===== src/rtl/lui_pkg.sv =====
// ----------------------------------------------------------------------------
// lui_pkg
// Shared types and constants for the Lehmer uniform integer generator.
// ----------------------------------------------------------------------------
package lui_pkg;

    // Generator constants (minimal standard Lehmer generator)
    localparam logic [30:0] LCG_MODULUS = 31'h7FFF_FFFF;
    localparam logic [14:0] LCG_MULT    = 15'd16807;

    // Command codes
    localparam logic CMD_DRAW = 1'b0;
    localparam logic CMD_LOAD = 1'b1;

    // Status codes
    localparam logic STATUS_OK  = 1'b0;
    localparam logic STATUS_BAD = 1'b1;

    // Classified item handed from the front end to the back end
    typedef struct packed {
        logic               cmd;        // draw or load
        logic signed [31:0] lo;         // ordered lower limit
        logic        [31:0] span_lo;    // span modulo 2^32
        logic               span_full;  // span is exactly 2^32
        logic        [30:0] seed_value; // seed for a load
    } item_t;

endpackage


===== src/rtl/lui_front.sv =====
// ----------------------------------------------------------------------------
// lui_front
// Front end: orders the two limits and works out the span of the range.
// ----------------------------------------------------------------------------
module lui_front
    import lui_pkg::*;
(
    input  logic               command,
    input  logic signed [31:0] low_limit,
    input  logic signed [31:0] high_limit,
    input  logic        [30:0] seed_value,
    output item_t              item
);

    logic signed [31:0] lo;
    logic signed [31:0] hi;
    logic        [31:0] diff;

    // Swap reversed limits
    always_comb
    begin
        if (high_limit < low_limit)
        begin
            lo = high_limit;
            hi = low_limit;
        end
        else
        begin
            lo = low_limit;
            hi = high_limit;
        end
    end

    // hi - lo fits 32 unsigned bits; span = diff + 1
    assign diff = 32'(hi) - 32'(lo);

    always_comb
    begin
        item.cmd        = command;
        item.lo         = lo;
        item.span_lo    = diff + 32'd1;
        item.span_full  = &diff;
        item.seed_value = seed_value;
    end

endmodule


===== src/rtl/lui_queue.sv =====
// ----------------------------------------------------------------------------
// lui_queue
// Two-entry queue of classified items between the front and back ends.
// ----------------------------------------------------------------------------
module lui_queue
    import lui_pkg::*;
(
    input  logic  clk,
    input  logic  rst_n,
    input  logic  push,
    input  item_t push_item,
    output logic  full,
    input  logic  pop,
    output logic  head_valid,
    output item_t head_item
);

    item_t      entry_reg [2];
    logic       wr_ptr_reg;
    logic       wr_ptr_next;
    logic       rd_ptr_reg;
    logic       rd_ptr_next;
    logic [1:0] count_reg;
    logic [1:0] count_next;
    logic       do_push;
    logic       do_pop;

    assign full       = (count_reg == 2'd2);
    assign head_valid = (count_reg != 2'd0);
    assign head_item  = entry_reg[rd_ptr_reg];
    assign do_push    = push && !full;
    assign do_pop     = pop && head_valid;

    // Pointer and fill count
    always_comb
    begin
        wr_ptr_next = do_push ? ~wr_ptr_reg : wr_ptr_reg;
        rd_ptr_next = do_pop ? ~rd_ptr_reg : rd_ptr_reg;
        count_next  = count_reg;
        if (do_push && !do_pop)
        begin
            count_next = count_reg + 2'd1;
        end
        else if (do_pop && !do_push)
        begin
            count_next = count_reg - 2'd1;
        end
    end

    always_ff @(posedge clk or negedge rst_n)
    begin
        if (!rst_n)
        begin
            wr_ptr_reg <= 1'b0;
            rd_ptr_reg <= 1'b0;
            count_reg  <= 2'd0;
        end
        else
        begin
            wr_ptr_reg <= wr_ptr_next;
            rd_ptr_reg <= rd_ptr_next;
            count_reg  <= count_next;
        end
    end

    // Entry storage, no reset
    always_ff @(posedge clk)
    begin
        if (do_push)
        begin
            entry_reg[wr_ptr_reg] <= push_item;
        end
    end

endmodule


===== src/rtl/lui_back.sv =====
// ----------------------------------------------------------------------------
// lui_back
// Back end: holds the generator seed, advances it, scales the draw onto the
// range and drives the registered result.
// ----------------------------------------------------------------------------
module lui_back
    import lui_pkg::*;
(
    input  logic               clk,
    input  logic               rst_n,
    input  logic               head_valid,
    input  item_t              head_item,
    output logic               pop,
    output logic               out_valid,
    input  logic               out_ready,
    output logic signed [31:0] sample,
    output logic        [30:0] next_seed,
    output logic               status
);

    localparam logic [1:0] ST_IDLE = 2'd0;
    localparam logic [1:0] ST_LCG  = 2'd1;
    localparam logic [1:0] ST_MUL  = 2'd2;
    localparam logic [1:0] ST_FIN  = 2'd3;

    logic [1:0]         state_reg;
    logic [1:0]         state_next;
    logic [30:0]        seed_reg;
    logic [30:0]        seed_next;
    logic               status_reg;
    logic               status_next;
    logic               draw_reg;
    logic               draw_next;
    logic signed [31:0] lo_reg;
    logic [31:0]        span_reg;
    logic               full_reg;
    logic [62:0]        prod_reg;
    logic               out_valid_reg;
    logic               out_valid_next;
    logic signed [31:0] sample_reg;
    logic [30:0]        next_seed_reg;
    logic               out_status_reg;
    logic               out_free;
    logic               seed_bad;
    logic [30:0]        lcg_seed;
    logic [31:0]        offset;

    // One generator step: multiply by 16807, fold twice mod 2^31-1
    function automatic logic [30:0] lcg_step(input logic [30:0] s);
        logic [45:0] p;
        logic [31:0] r;
        logic [31:0] r2;
        p  = 46'(s) * 46'(LCG_MULT);
        r  = {1'b0, p[30:0]} + {17'd0, p[45:31]};
        r2 = {1'b0, r[30:0]} + {31'd0, r[31]};
        if (r2 >= {1'b0, LCG_MODULUS})
        begin
            r2 = r2 - {1'b0, LCG_MODULUS};
        end
        return r2[30:0];
    endfunction

    assign lcg_seed = lcg_step(seed_reg);
    assign out_free = !out_valid_reg || out_ready;
    assign seed_bad = (head_item.seed_value == 31'd0) ||
                      (head_item.seed_value == LCG_MODULUS);
    assign pop      = (state_reg == ST_IDLE) && head_valid;

    // Offset into the range; a full span is a plain shift
    assign offset = full_reg ? {seed_reg, 1'b0} : prod_reg[62:31];

    // Sequencer
    always_comb
    begin
        state_next     = state_reg;
        seed_next      = seed_reg;
        status_next    = status_reg;
        draw_next      = draw_reg;
        out_valid_next = out_valid_reg && !out_ready;
        case (state_reg)
            ST_IDLE:
            begin
                if (head_valid)
                begin
                    if (head_item.cmd == CMD_LOAD)
                    begin
                        draw_next  = 1'b0;
                        state_next = ST_FIN;
                        if (seed_bad)
                        begin
                            status_next = STATUS_BAD;
                        end
                        else
                        begin
                            status_next = STATUS_OK;
                            seed_next   = head_item.seed_value;
                        end
                    end
                    else
                    begin
                        draw_next   = 1'b1;
                        status_next = STATUS_OK;
                        state_next  = ST_LCG;
                    end
                end
            end
            ST_LCG:
            begin
                seed_next  = lcg_seed;
                state_next = ST_MUL;
            end
            ST_MUL:
            begin
                state_next = ST_FIN;
            end
            ST_FIN:
            begin
                if (out_free)
                begin
                    out_valid_next = 1'b1;
                    state_next     = ST_IDLE;
                end
            end
            default:
            begin
                state_next = ST_IDLE;
            end
        endcase
    end

    always_ff @(posedge clk or negedge rst_n)
    begin
        if (!rst_n)
        begin
            state_reg     <= ST_IDLE;
            seed_reg      <= 31'd1;
            status_reg    <= STATUS_OK;
            draw_reg      <= 1'b0;
            out_valid_reg <= 1'b0;
        end
        else
        begin
            state_reg     <= state_next;
            seed_reg      <= seed_next;
            status_reg    <= status_next;
            draw_reg      <= draw_next;
            out_valid_reg <= out_valid_next;
        end
    end

    // Item operands, scaling product and result payload
    always_ff @(posedge clk)
    begin
        if (pop)
        begin
            lo_reg   <= head_item.lo;
            span_reg <= head_item.span_lo;
            full_reg <= head_item.span_full;
        end
        if (state_reg == ST_MUL)
        begin
            prod_reg <= 63'(seed_reg) * 63'(span_reg);
        end
        if ((state_reg == ST_FIN) && out_free)
        begin
            sample_reg     <= draw_reg ? (lo_reg + $signed(offset)) : 32'sd0;
            next_seed_reg  <= seed_reg;
            out_status_reg <= status_reg;
        end
    end

    assign out_valid = out_valid_reg;
    assign sample    = sample_reg;
    assign next_seed = next_seed_reg;
    assign status    = out_status_reg;

endmodule


===== src/rtl/lehmer_uniform_int_in_range.sv =====
// ----------------------------------------------------------------------------
// lehmer_uniform_int_in_range
// Uniform integer draw in [low, high] from a 31-bit Lehmer generator, with a
// seed load command.
// ----------------------------------------------------------------------------
//  channel | handshake            | payload
//  --------+----------------------+--------------------------------------------
//  in      | in_valid / in_ready  | command, low_limit, high_limit, seed_value
//  out     | out_valid / out_ready| sample, next_seed, status
//
//  A draw passes through the back-end states dequeue, generator step, scaling
//  multiply and result; a load passes through dequeue and result. The back end
//  handles one item at a time. A two-entry queue takes up to two beats while
//  the back end works or the result waits; in_ready drops once both entries
//  are taken. Reset sets the seed to 1; no clearing pass.
// ----------------------------------------------------------------------------
module lehmer_uniform_int_in_range
    import lui_pkg::*;
(
    input  logic               clk,
    input  logic               rst_n,
    input  logic               in_valid,
    output logic               in_ready,
    input  logic               command,
    input  logic signed [31:0] low_limit,
    input  logic signed [31:0] high_limit,
    input  logic        [30:0] seed_value,
    output logic               out_valid,
    input  logic               out_ready,
    output logic signed [31:0] sample,
    output logic        [30:0] next_seed,
    output logic               status
);

    item_t front_item;
    item_t head_item;
    logic  q_full;
    logic  head_valid;
    logic  pop;

    lui_front u_front
    (
        .command    (command),
        .low_limit  (low_limit),
        .high_limit (high_limit),
        .seed_value (seed_value),
        .item       (front_item)
    );

    lui_queue u_queue
    (
        .clk        (clk),
        .rst_n      (rst_n),
        .push       (in_valid),
        .push_item  (front_item),
        .full       (q_full),
        .pop        (pop),
        .head_valid (head_valid),
        .head_item  (head_item)
    );

    assign in_ready = !q_full;

    lui_back u_back
    (
        .clk        (clk),
        .rst_n      (rst_n),
        .head_valid (head_valid),
        .head_item  (head_item),
        .pop        (pop),
        .out_valid  (out_valid),
        .out_ready  (out_ready),
        .sample     (sample),
        .next_seed  (next_seed),
        .status     (status)
    );

endmodule


===== config.mk =====
export PLATFORM = sky130hd
export DESIGN_NAME = lehmer_uniform_int_in_range
export DESIGN_NICKNAME = d
export VERILOG_FILES = /design/src/rtl/lui_pkg.sv /design/src/rtl/lui_front.sv /design/src/rtl/lui_queue.sv /design/src/rtl/lui_back.sv /design/src/rtl/lehmer_uniform_int_in_range.sv
export SDC_FILE = /design/constraint.sdc
export NUM_CORES = 2
export LEC_CHECK = 0
export ABC_AREA = 1
export BUFFER_PORTS_ARGS = -buffer_cell sky130_fd_sc_hd__buf_2
export CAP_MARGIN = 20
export CORE_MARGIN = 2
export CORE_UTILIZATION = 45
export DETAILED_ROUTE_END_ITERATION = 7
export PLACE_DENSITY = 0.69
export SYNTH_ARGS = -nofsm -noshare
export SYNTH_HDL_FRONTEND = slang
export SYNTH_SLANG_ARGS = --single-unit
export TNS_END_PERCENT = 10

===== constraint.sdc =====
create_clock -name clk -period 19.3 [get_ports clk]
set_clock_uncertainty 0.05 [all_clocks]
set_input_delay 1.93 -clock clk [delete_from_list [all_inputs] [get_ports clk]]
set_output_delay 1.93 -clock clk [all_outputs]
set_load 0.03 [all_outputs]

# --- Yosys cells after proc, flatten, opt, wreduce, memory -nomap -nowiden ---
# Memory sizes are Yosys's and may differ from the RTL's.
# Index checks and enable logic that the tools add are counted.
op_classes:
  n_addsub: 8
  mul: 2
  muxes: 21
  bitwise: 2
  magnitude_cmp: 2
  reduce_logical: 23
  n_eq_ne: 9
op_table:
  columns: ["cell", "n"]
  rows:
  - ["$mux 31", 4]
  - ["$mux 32", 3]
  - ["$mul 31x32->63", 1]
  - ["$pmux 31 s2", 1]
  - ["$mul 31x15->46 const B", 1]
  - ["$add 31x1->32", 1]
  - ["$add 31x15->32", 1]
  - ["$add 32x1->32 const B", 1]
  - ["$add 32x32->32", 1]
  - ["$ge 32x31->1 const B", 1]
  - ["$lt 32x32->1", 1]
  - ["$reduce_and 32->1", 1]
  - ["$sub 32x32->32", 1]
  - ["$eq 31x31->1 const B", 1]
  - ["$logic_not 31->1", 1]
  - ["$sub 31x31->31 const B", 1]
  - ["$mux 2", 5]
  - ["$pmux 2 s4", 1]
  - ["$logic_and 1x1->1", 7]
  - ["$mux 1", 7]
  - ["$eq 2x2->1 const B", 3]
  - ["$reduce_bool 2->1", 3]
  - ["$logic_not 1->1", 5]
  - ["$ne 2x1->1 const B", 2]
  - ["other kinds (9)", 13]
word_totals:
  mem_count: 1
  ff_bits: 232
  mem_bits_rw: 194
  output_inout_bits: 66
mem_list:
  columns: ["memory", "words", "width", "read_ports", "rd_ports_with_merged_regs", "wr", "line_no", "source"]
  rows:
  - ["u_queue.entry_reg", 2, 97, 1, 0, 1, "lui_queue.sv:18", "item_t entry_reg [2];"]

# --- Longest topological paths before layout ---
logic_depth:
  depth_word: 7
  depth_mapped: 70

# --- Modules after synthesis ---
# From an unflattened synthesis, not the netlist that was laid out.
unflattened:
  hier_cells: 7986
  hier_area_um2: 63788.7
by_module_without_submodules:
  columns: ["module", "area_per_inst_um2", "instances", "cells_each", "seq_area_each_um2"]
  rows:
  - ["lui_back", 51087.7, 1, 6332, 5736.8]
  - ["lui_queue", 7279.5, 1, 538, 5925.7]
  - ["lui_front", 5417.7, 1, 1115, 0.0]
  - ["lehmer_uniform_int_in_range", 3.8, 1, 1, 0.0]

# --- Worst setup path after synthesis ---
# Ideal clock, no wire load.
synth_timing:
  path_kind: "reg2reg"
  start: "register u_back.seed_reg[16]"
  end: "register u_back.seed_reg[9]"
  slack_ns: 9.140
  setup_time_ns: 0.117
  synth_period_minus_slack_ns: 10.160
  t_required_ns: 19.133
  arrival_time_ns: 9.994
  stages_incl_launch_ff: 63
  path_cell_list: "dfrtp_1 clkbuf_1 inv_1 fa_1 inv_1 ha_1 inv_1 fa_1 inv_1 fa_1 fa_1 fa_1 ha_1 a21oi_1 nand2_1 o21ai_0 nand3_1 nand2_1 (+27 left out) nand3_1 nor2_1 nand2_2 nor2_4 nand2_2 o21ai_1 nand2_1 nor2_1 nand3_2 inv_2 nand3_4 nand2_4 buf_6 nand2_1 nand2_1 nand2_1 nand2_1 nand2_1"
synth_via:
  elab_chain_cells: 6
  elab_cells_between_ends: 7
  cone_classes: "add/sub: 3; mul: 1; order compare: 1; mux: 2"
synth_lines:
  columns: ["element", "line_no", "source"]
  rows:
  - ["start, declared", "lui_back.sv:28", "logic [30:0] seed_reg;"]
  - ["start signal, assigned", "lui_back.sv:144", "seed_reg <= seed_next;"]
  - ["$mul 31x15->46 *", "lui_back.sv:53", "p = 46'(s) * 46'(LCG_MULT);"]
  - ["$add 31x15->32 *", "lui_back.sv:54", "r = {1'b0, p[30:0]} + {17'd0, p[45:31]};"]
  - ["$add 31x1->32 *", "lui_back.sv:55", "r2 = {1'b0, r[30:0]} + {31'd0, r[31]};"]
  - ["$sub 31x31->31 or $ge 32x31->1 (tied branches)", "lui_back.sv:58, lui_back.sv:56", null]
  - ["$mux 31 *", "lui_back.sv:56", "if (r2 >= {1'b0, LCG_MODULUS})"]
  - ["$pmux 31 s2 *", "lui_back.sv:80", "case (state_reg)"]
# Mark *: on every way between the ends. The rest lies on a longest branch, timed or not.
# A chain may end at the register's enable or synchronous reset.

# --- Worst setup path after layout ---
layout_timing:
  start: "register u_back.seed_reg[20]"
  end: "register u_back.seed_reg[19]"
# Same word-level chain as after synthesis.

==> flow_metrics.tcl <==
set metrics [dict create \
    crit_cells 59 \
    dpl.cell_count 9676 \
    cts_tree "done" \
    path_max_fanout 38 \
    syn-cell-area_um2 63000 \
    root_buffer "clkbuf_16" \
    largest_register_ffs 194 \
    cts_inserted_buffers 43 \
    critPathSlowestCell "dfrtp_2" \
    hold_depth 0 \
    maxCapViolCount 0 \
    ctsHoldBuffers 0 \
    synth_top_family_by_area "adder cells" \
    synth_common_cells "2,267 x nand2_1, 1,928 x inv_1, 1,000 x fa_1, 528 x ha_1, 355 x edfxtp_1" \
    synth_edf_count 355 \
    areaGrowthSynthToFinish_pct 6.69 \
    grt_pass1_wl_mm 295 \
    crit_path_end_kind "flip-flop" \
    initial_utilization_pct 45.3 \
    synth-xor-area-share_pct 1.54 \
    finish.utilization_pct 48.3 \
    htreeDepth 2 \
    port_buffers 165 \
    hold_path.class "reg2reg" \
    final_antenna_net_count 0 \
    crit_buf_inv 5 \
    drc 0 \
    gp_congestion 0.958 \
    die_x_um 378 \
    yosys-top-cells-area "fa_1 32%, edfxtp_1 17%, nand2_1 14%" \
    cts_setup_buffers 0 \
    yosys.cell_count.top_type "nand2_1" \
    crit_required_ps 19750 \
    row_count 137 \
    io_pins 166 \
    syn-num-nets 9454 \
    cpMostUsedCell "nand2_1" \
    drt_iter0_drc 3969 \
    yosys_warnings 0 \
    min_period_ps 12780 \
    fmax_mhz 78.2 \
    grt_pass1_vias 52700 \
    clkSinkCount 395 \
    dieArea_um2 143000 \
    maxSlewHeadroom_pct 23.3 \
    synthAdderAreaFrac_pct 42.3 \
    clk_pin_slew_ps 60 \
    crit_type "reg2reg" \
    antenna_found_initial 11 \
    ctsResizeCount 0 \
    status "complete, no violations" \
    synth_top_area_share_pct 31.8 \
    finalHoldViolations 0 \
    worstMarginPinSlew_ps 1150 \
    ys_types 58 \
    critPathTopFamily "simple AND/OR/NAND/NOR gates" \
    synthMuxAreaShare_pct 0.308 \
    r2r_cells 59 \
    rsz0062_at_grt "no" \
    grt_overflow 0 \
    grt_use_total_pct 26.7 \
    drive_above_1_share_pct 5.84 \
    wl_mm 187 \
    synth_seq_cells 395 \
    synthCells 7826 \
    grt_max_degree 68 \
    synth-simple-area-share_pct 19.5 \
    clock_latency_ps 630 \
    max_stage_delay_ps 1090 \
    final.setup.tns_ps 0 \
    ys_seq_area_share_pct 18.5 \
    yosys.area.top_type "fa_1" \
    async_flop_share_pct 10.1 \
    cts.path.max_buffers 3 \
    syn_avg_cell_area_um2 8.05 \
    hpwl_mm 148 \
    die_height_um 378 \
    cp.arrival_ps 13230 \
    fin_cells 9757 \
    avgViaCountPerCell 5.20 \
    fin_crit_sh_pct 66.2 \
    finalNetCount 9473 \
    wire_per_inst_um 19.1 \
    final_max_slew_viol_count 0 \
    setup_viol_count_final 0 \
    ys.flop_type "edfxtp_1" \
    startpoint_type "flip-flop" \
    vias 50800 \
    core_um2 139000 \
    synth_compound_area_share_pct 4.59 \
    firstDrtPassIters 6 \
]
## layout make-up
cell class              instances  area (um2)
clock buffers                  50        1110
multi-input cells            5210       43000
flip-flops and latches        395       11700
inverters                    1952        7330
clock inverters                28         319
well taps                    1876        2350
diodes                          3        7.51
repair buffers                243        1410
fillers                     13400       72000
## cell usage in the layout (no fill, tap or decap), drive strengths merged, types with 135 or more instances in the layout
master  netlist  routed
ha          528     528
nor2        362     362
nand3       200     200
inv        1951    1956
o21ai       135     135
buf          33     243
edfxtp      355     355
a21oi       290     290
nand2      2303    2303
fa         1000    1000
## worst paths after layout
path                                      from             endpoint  slack [ps]
setup / recovery           u_back.seed_reg[20]  u_back.seed_reg[19]        6520
hold / removal               u_back.status_reg        u_back.status         410
setup reg to reg           u_back.seed_reg[20]  u_back.seed_reg[19]        6520
hold reg to reg              u_back.status_reg        u_back.status         410
max in group asynchronous                rst_n   u_queue.rd_ptr_reg       17330
min in group asynchronous                rst_n   u_back.seed_reg[6]        1370
## per-stage QoR
stage	hold WS, ps	setup slack, ps	area [um2]
after floorplan	375	9140	63000
after global placement	398	6730	65800
after detailed placement	398	6600	65800
after CTS	414	6590	67200
after global routing	430	5580	67200
final	410	6520	67200
## metal layers
layer | wire length, um | track usage [%] | part of all wire [%]
met5 | 84 | 0 | 0.045
met4 | 7870 | 9.99 | 4.2
met3 | 13200 | 3.66 | 7.1
met2 | 88300 | 44.8 | 47
met1 | 77300 | 35.2 | 41
## kinds of logic after synthesis
logic type      count (synthesis)
compound gates                529
flops                         395
fa+ha+maj                    1528
mux                            19
simple gates                 3027
buf+inv                      2221
xor+xnor                      107
Power is left out: the tool's default activity adds up to more than one toggle a clock period on the data nets, which glitch-free logic cannot reach.
